`src/sv/csq_pkg.sv`:
```
package csq_pkg;

    // width of one stored word
    localparam int VALUE_W = 64;

    // command codes carried in tuser; the two spare codes act as read only
    typedef enum logic [2:0] {
        FUNC_START   = 3'd0,
        FUNC_ADVANCE = 3'd1,
        FUNC_INSERT  = 3'd2,
        FUNC_ATTACH  = 3'd3,
        FUNC_REMOVE  = 3'd4,
        FUNC_READ    = 3'd5,
        FUNC_SPARE6  = 3'd6,
        FUNC_SPARE7  = 3'd7
    } t_func;

    // per-command move broadcast to every cell of the chain
    typedef struct packed {
        logic load;        // cell at the position takes the new word
        logic shift_up;    // cells above the position take their lower neighbor
        logic shift_down;  // cells at or above the position take their upper neighbor
    } t_cell_ctl;

endpackage

```
`src/sv/csq_cell.sv`:
```
module csq_cell
    import csq_pkg::*;
#(
    parameter int IW  = 5,
    parameter int IDX = 0
) (
    input  logic               i_clk,
    input  t_cell_ctl          i_ctl,
    input  logic [IW-1:0]      i_pos,
    input  logic [VALUE_W-1:0] i_value,
    input  logic [VALUE_W-1:0] i_lower,
    input  logic [VALUE_W-1:0] i_upper,
    output logic [VALUE_W-1:0] o_value
);

    localparam logic [IW-1:0] MY_POS = IW'(IDX);

    logic [VALUE_W-1:0] r_word;
    logic [VALUE_W-1:0] n_word;
    logic               w_at;
    logic               w_above;

    // where this cell sits relative to the edit position
    assign w_at    = (i_pos == MY_POS);
    assign w_above = (MY_POS > i_pos);

    // pick the word this cell holds after the command
    always_comb begin
        n_word = r_word;
        if (i_ctl.load && w_at) begin
            n_word = i_value;
        end else if (i_ctl.shift_up && w_above) begin
            n_word = i_lower;
        end else if (i_ctl.shift_down && (w_at || w_above)) begin
            n_word = i_upper;
        end
    end

    always_ff @(posedge i_clk) begin
        r_word <= n_word;
    end

    assign o_value = r_word;

endmodule

```
`config.mk`:
```
export PLATFORM = sky130hd
export DESIGN_NAME = csq_cell
export DESIGN_NICKNAME = d
export VERILOG_FILES = /design/src/sv/csq_pkg.sv /design/src/sv/csq_cell.sv
export SDC_FILE = /design/constraint.sdc
export NUM_CORES = 1
export LEC_CHECK = 0
export BUFFER_PORTS_ARGS = -buffer_cell sky130_fd_sc_hd__clkbuf_2
export CAP_MARGIN = 20
export CELL_PAD_IN_SITES_DETAIL_PLACEMENT = 2
export CELL_PAD_IN_SITES_GLOBAL_PLACEMENT = 2
export CORE_ASPECT_RATIO = 0.5
export CORE_MARGIN = 2
export CORE_UTILIZATION = 24
export DETAILED_ROUTE_END_ITERATION = 8
export GPL_TIMING_DRIVEN = 0
export PLACE_DENSITY = 0.95
export SETUP_SLACK_MARGIN = 0.2
export SLEW_MARGIN = 30
export SYNTH_ARGS = -nofsm -noshare
export SYNTH_HDL_FRONTEND = slang
export SYNTH_SLANG_ARGS = --single-unit
```
`constraint.sdc`:
```
create_clock -name i_clk -period 6.5 [get_ports i_clk]
set_input_delay 0.325 -clock i_clk [delete_from_list [all_inputs] [get_ports i_clk]]
set_output_delay 0.325 -clock i_clk [all_outputs]
set_load 0.01 [all_outputs]
```
==> results by group, run 1 <==
Setup path
  • Crit path cell chain: clkbuf_2, nor3_2, o211a_4, buf_12
  • Family with the most delay on the worst path: compound AO/OA/AOI/OAI gates
  • Critical path required time: 6510 ps
  • CP Launch Type: input port
  • Slowest stage delay, CP: 480 ps
  • Crit-path slowest cell: o211a_4
  • Cell count along the critical path: 4
  • Crit end category: flop
  • Endpoint arrival time on the critical path: 1560 ps
  • Crit Path Category: in2reg
  • WP buf/inv: 2
  • Critical path fanouts, max: 39

Timing
  • RSZ-0062 raised after global routing: false
  • Achievable frequency: 644 MHz
  • Final hold viol count: 0
  • Final worst-path cycle share: 0.239
  • Least-Margin Pin Slew: 403 ps
  • Fin crit period: 1550 ps
  • Setup TNS: 0 ps
  • Endpoints failing setup: 0
  • Final Slew Violations: 0
  • Relative slew slack: 0.732

Min path
  • Hold Crit Class: in2reg
  • WHS Path Cells: 2

Floorplan
  • Total core area: 11900 sq um
  • Floorplan row count: 28
  • Die ar.: 13400 sq um
  • Die Span X: 161 um
  • # IOs: 265
  • Initial Util: 0.249
  • Die height: 82.8 um

Global routing
  • Grt total ovfl: 0
  • Vias in the first global route: 2371
  • Largest net degree at the start of global routing: 40
  • Initial antenna violation count: 0
  • First-pass GRT wire length: 14400 um
  • Total Routing Usage GR: 0.153

Layout
  • Fill cells: 1241
  • Layout area overhead: 49.6%
  • Area occupied by multi-input gates: 995 sq um
  • Max reg flops: 64
  • Total area of sequential cells: 1920 sq um
  • Nets@finish: 550
  • N_diodes: 0
  • Share of layout cells above drive strength 1: 0.804

Routing
  • Vias per cell: 4.06
  • # DRC: 0
  • Iter 0 DRT Violations: 65
  • Initial DRT Pass Iterations: 3
  • WL final: 10400 um
  • WL/cell: 20.2 um
  • Post-DRT Antenna Nets: 0
  • Via count: 2100

Synthesis
  • Synth Instances: 138
  • Syn Nets: 339
  • Syn avg cell area: 21.6 sq um
  • Synthesized cell area: 2980 sq um
  • Post-synthesis sequential area ratio: 0.646
  • Synthesis warning total: 0
  • Synth Register Bits: 64
  • Distinct cells, synth: 8

Placement
  • Post-DP HPWL: 8740 um
  • IO buf count: 199
  • Gpl congestion: 0.752

Pwr
  • Final Power: 971 uW
  • Leak: 2.17 nW
  • VDD IR max: 91.5 uV
  • Power per cell area: 218 nW/um^2

Clock network
  • PostCTS Resize Cnt: 0
  • Clock sinks: 64
  • Maximum clock path buffer count: 2
  • Clock root cell: clkbuf_16
  • CTS buffer count: 9
  • CTS Hold Bufs: 0
  • Worst-path clk slew: 50 ps
  • Postcts setup bufs: 0
  • Number of H-tree levels: 3
  • CTS tree: done

Job
  • Max_cap viols: 0

Outcome
  • Status: completed
[cell type report]
cell class,count,area share
flip-flops and latches,64,0.432
clock buffers,12,0.0531
repair buffers,200,0.228
clock inverters,2,0.00197
plain buffers,6,0.0152
multi-input cells,68,0.223
well taps,165,0.0464
[logic make-up (layout without fill, tap and decap cells)]
group	after synthesis	count (layout)	synth area share
buffers and inverters	6	220	0.0227
flip-flops	64	64	0.646
AND/OR/NAND/NOR	3	3	0.0105
AO/OA/AOI/OAI	1	1	0.00336
multiplexers	64	64	0.318
[stage by stage]
stage          setup WS [ps]  cells   util  hold WS (ps)  area [sq um]
6_report                4950    517  0.373           301          4450
2_1_floorplan           4100    138      -           542          2980
3_5_place_dp            4620    503  0.352           632          4210
5_1_grt                 4870    517  0.373           289          4450
4_1_cts                 4950    517  0.373           288          4450
3_3_place_gp            3420    502  0.350           626          4180
[path summary, 6_finish.rpt]
| kind | from | endpoint | slack, ps |
|---|---|---|---|
| worst min-delay path | i_value[39] | o_value[39] | 300 |
| worst max-delay path | i_pos[0] | o_value[13] | 4950 |
[cell usage after synthesis]
| cell | n | share of area |
|---|---|---|
| mux2_4 | 60 | 0.30 |
| buf_6 | 6 | 0.023 |
| nor2_1 | 1 | 0.0013 |
| mux2_2 | 4 | 0.015 |
| nand3_4 | 1 | 0.0059 |
| edfxtp_1 | 64 | 0.65 |
| o211a_1 | 1 | 0.0034 |
| nor3_2 | 1 | 0.0034 |
[metal layers]
layer	GRT usage	share of wire	vias to the layer above
met2	0.321	0.62	49
met1	0.137	0.32	1063
met4	0.0750	0.030	0
met5	0	0	-
met3	0.0465	0.032	22
li1	-	-	966
[cells in the final DEF, fill, tap and decap left out]
cell	n
clkbuf_2	199
edfxtp_1	64
mux2_4	60
clkbuf_16	9
buf_6	6
mux2_2	4
clkbuf_1	3
nor2_1	1
nor3_2	1
nand3_4	1
o211a_4	1
clkinv_2	1
clkinv_1	1
buf_12	1
[report_power, final]
part	switching [mW]	internal [mW]
logic	0.0335	0.0629
clock network	0.159	0.251
registers	0.00219	0.463
total	0.194	0.777
Note: power is estimated with default switching activity, not from simulation.
==> run 2, diff against run 1 <==
Settings changed: CORE_UTILIZATION 24 to 22, PLACE_DENSITY 0.95 to 0.89.
Clock period 6.5 ns to 1.5 ns, I/O delays scaled along.
==> run 2 against run 1 <==
Net effect: flip-flop and latch count is the same; global-route usage shrank 1.4 points; final area grew 0.73%; sequential share of layout area shrank 0.31 points; core utilization shrank 2.5 points; combinational power grew to 4.3 times the previous value; first-iteration DRC count grew 89%; critical endpoint is now o_value[10]; wire length shrank 2.6%; sequential power grew to 4.3 times the previous value; clock-buffer cell count shrank 2; die area grew 8.8%; worst setup slack lost 4600 ps.
==> results by group, run 2 (synthesis gave the netlist of run 1 again) <==
Global routing
  • First-pass GRT wire length: 14300 um (was 14400 um)
  • Initial antenna violation count: 0 (unchanged)
  • Grt total ovfl: 0 (unchanged)
  • Vias in the first global route: 2316 (was 2371)
  • Largest net degree at the start of global routing: 33 (was 40)
  • Total Routing Usage GR: 0.139 (was 0.153)

Timing
  • Final hold viol count: 0 (unchanged)
  • Endpoints failing setup: 0 (unchanged)
  • Final worst-path cycle share: 0.789
  • Achievable frequency: 845 MHz
  • Fin crit period: 1180 ps
  • Final setup margin: 316 ps (was 4950 ps)
  • RSZ-0062 raised after global routing: false (unchanged)
  • Setup TNS: 0 ps (unchanged)
  • Final Slew Violations: 0 (unchanged)
  • Least-Margin Pin Slew: 498 ps (was 403 ps)
  • Relative slew slack: 0.668 (was 0.732)

Layout
  • Nets@finish: 550 (unchanged)
  • Most frequent cells in the layout: clkbuf_2, edfxtp_1, mux2_4, clkbuf_16, buf_6 (unchanged)
  • N_diodes: 0 (unchanged)
  • Most common cell after layout, fill and taps aside: clkbuf_2 (unchanged)
  • Non-Filler Instances: 524 (was 517)
  • Share of layout cells above drive strength 1: 0.814 (was 0.804)
  • Max reg flops: 64 (unchanged)
  • Layout area overhead: 50.7% (was 49.6%)
  • Final Core Density: 0.347 (was 0.373)

Floorplan
  • Die height: 86.3 um (was 82.8 um)
  • Floorplan row count: 29 (was 28)
  • Die ar.: 14500 sq um (was 13400 sq um)
  • Total core area: 12900 sq um (was 11900 sq um)
  • # IOs: 265 (unchanged)
  • Die Span X: 169 um (was 161 um)
  • Initial Util: 0.230 (was 0.249)

Placement
  • IO buf count: 199 (unchanged)
  • Dpl ws: -214 ps (was 4620 ps)
  • Post-DP HPWL: 8410 um (was 8740 um)
  • DP Cell Count: 507 (was 503)
  • Gpl congestion: 0.683 (was 0.752)

Routing
  • Via count: 2106 (was 2100)
  • Initial DRT Pass Iterations: 4 (was 3)
  • WL final: 10200 um (was 10400 um)
  • WL met2: 6120 um (was 6470 um)
  • Iter 0 DRT Violations: 123 (was 65)
  • Vias per cell: 4.02 (was 4.06)
  • Met3 Wirelength: 367 um (was 330 um)
  • Post-DRT Antenna Nets: 0 (unchanged)
  • WL/cell: 19.4 um (was 20.2 um)
  • Metal1 wirelength: 3550 um (was 3330 um)
  • # DRC: 0 (unchanged)
  • DR top layer: met4 (unchanged)

Clock network
  • Number of H-tree levels: 3 (unchanged)
  • Postcts setup bufs: 0 (unchanged)
  • Worst-path clk slew: 60 ps (was 50 ps)
  • Maximum clock path buffer count: 2 (unchanged)
  • CTS Hold Bufs: 0 (unchanged)
  • CTS buffer count: 9 (unchanged)
  • Clock sinks: 64 (unchanged)
  • Clock root cell: clkbuf_16 (unchanged)
  • CTS tree: done (unchanged)

Setup path
  • Endpoint arrival time on the critical path: 1260 ps (was 1560 ps)
  • Crit Path Category: in2reg (unchanged)
  • Critical path required time: 1580 ps (was 6510 ps)
  • CP Launch Type: input port (unchanged)
  • Crit end category: flop (unchanged)
  • Critical path fanouts, max: 10 (was 39)

Min path
  • WHS Path Cells: 2 (unchanged)
  • Hold Crit Class: in2reg (unchanged)

Job
  • Max_cap viols: 0 (unchanged)

Pwr
  • VDD IR max: 462 uV (was 91.5 uV)
  • Final Power: 4.29 mW (was 971 uW)
  • Leak: 2.18 nW (was 2.17 nW)
  • Power per cell area: 957 nW/um^2 (was 218 nW/um^2)

Outcome
  • Status: completed (unchanged)
[run 2: where the power goes]
part | total (mW) | internal [mW] | switching [mW]
sequential | 2.01 | 2.00 | 0.00927
combinational | 0.419 | 0.273 | 0.146
clock | 1.86 | 1.10 | 0.754
total | 4.29 | 3.38 | 0.909
[run 2: path summary, 6_finish.rpt]
kind                   startpoint     endpoint
worst max-delay path     i_pos[2]  o_value[10]
worst min-delay path  i_upper[26]  o_value[26]
[run 2: per-layer routing]
| metal | global-route usage | up-vias |
|---|---|---|
| li1 | - | 977 |
| met1 | 0.138 | 1069 |
| met2 | 0.282 | 50 |
| met3 | 0.0416 | 10 |
| met4 | 0.0431 | 0 |
| met5 | 0 | - |
[run 2: final cells by class]
type	instances	area, sq um
clock inverters	6	36.3
fillers	1405	8430
flip-flops and latches	64	1920
repair buffers	199	996
well taps	170	213
plain buffers	6	67.6
clock buffers	10	229
multi-input cells	69	1020
[run 2: metrics by stage]
stage	hold slack (ps)	cell area, sq um
after detailed placement	380	4200
after floorplan	292	2990
after CTS	26.5	4480
after global placement	377	4200
final	46.5	4480
after global routing	34.3	4480
[run 2: what timing repair did]
item | CTS | global route
endpoints found under the hold margin | 0 | 0
resized for setup | 1 | 1
endpoints found under the setup margin | 64 | 60
cloned | 1 | 0
[run 2: worst max-delay path: stages]
cell and delay, ps:
clkbuf_2 120, nor3_4 290, nand3_4 230, buf_6 230, mux2_4 320
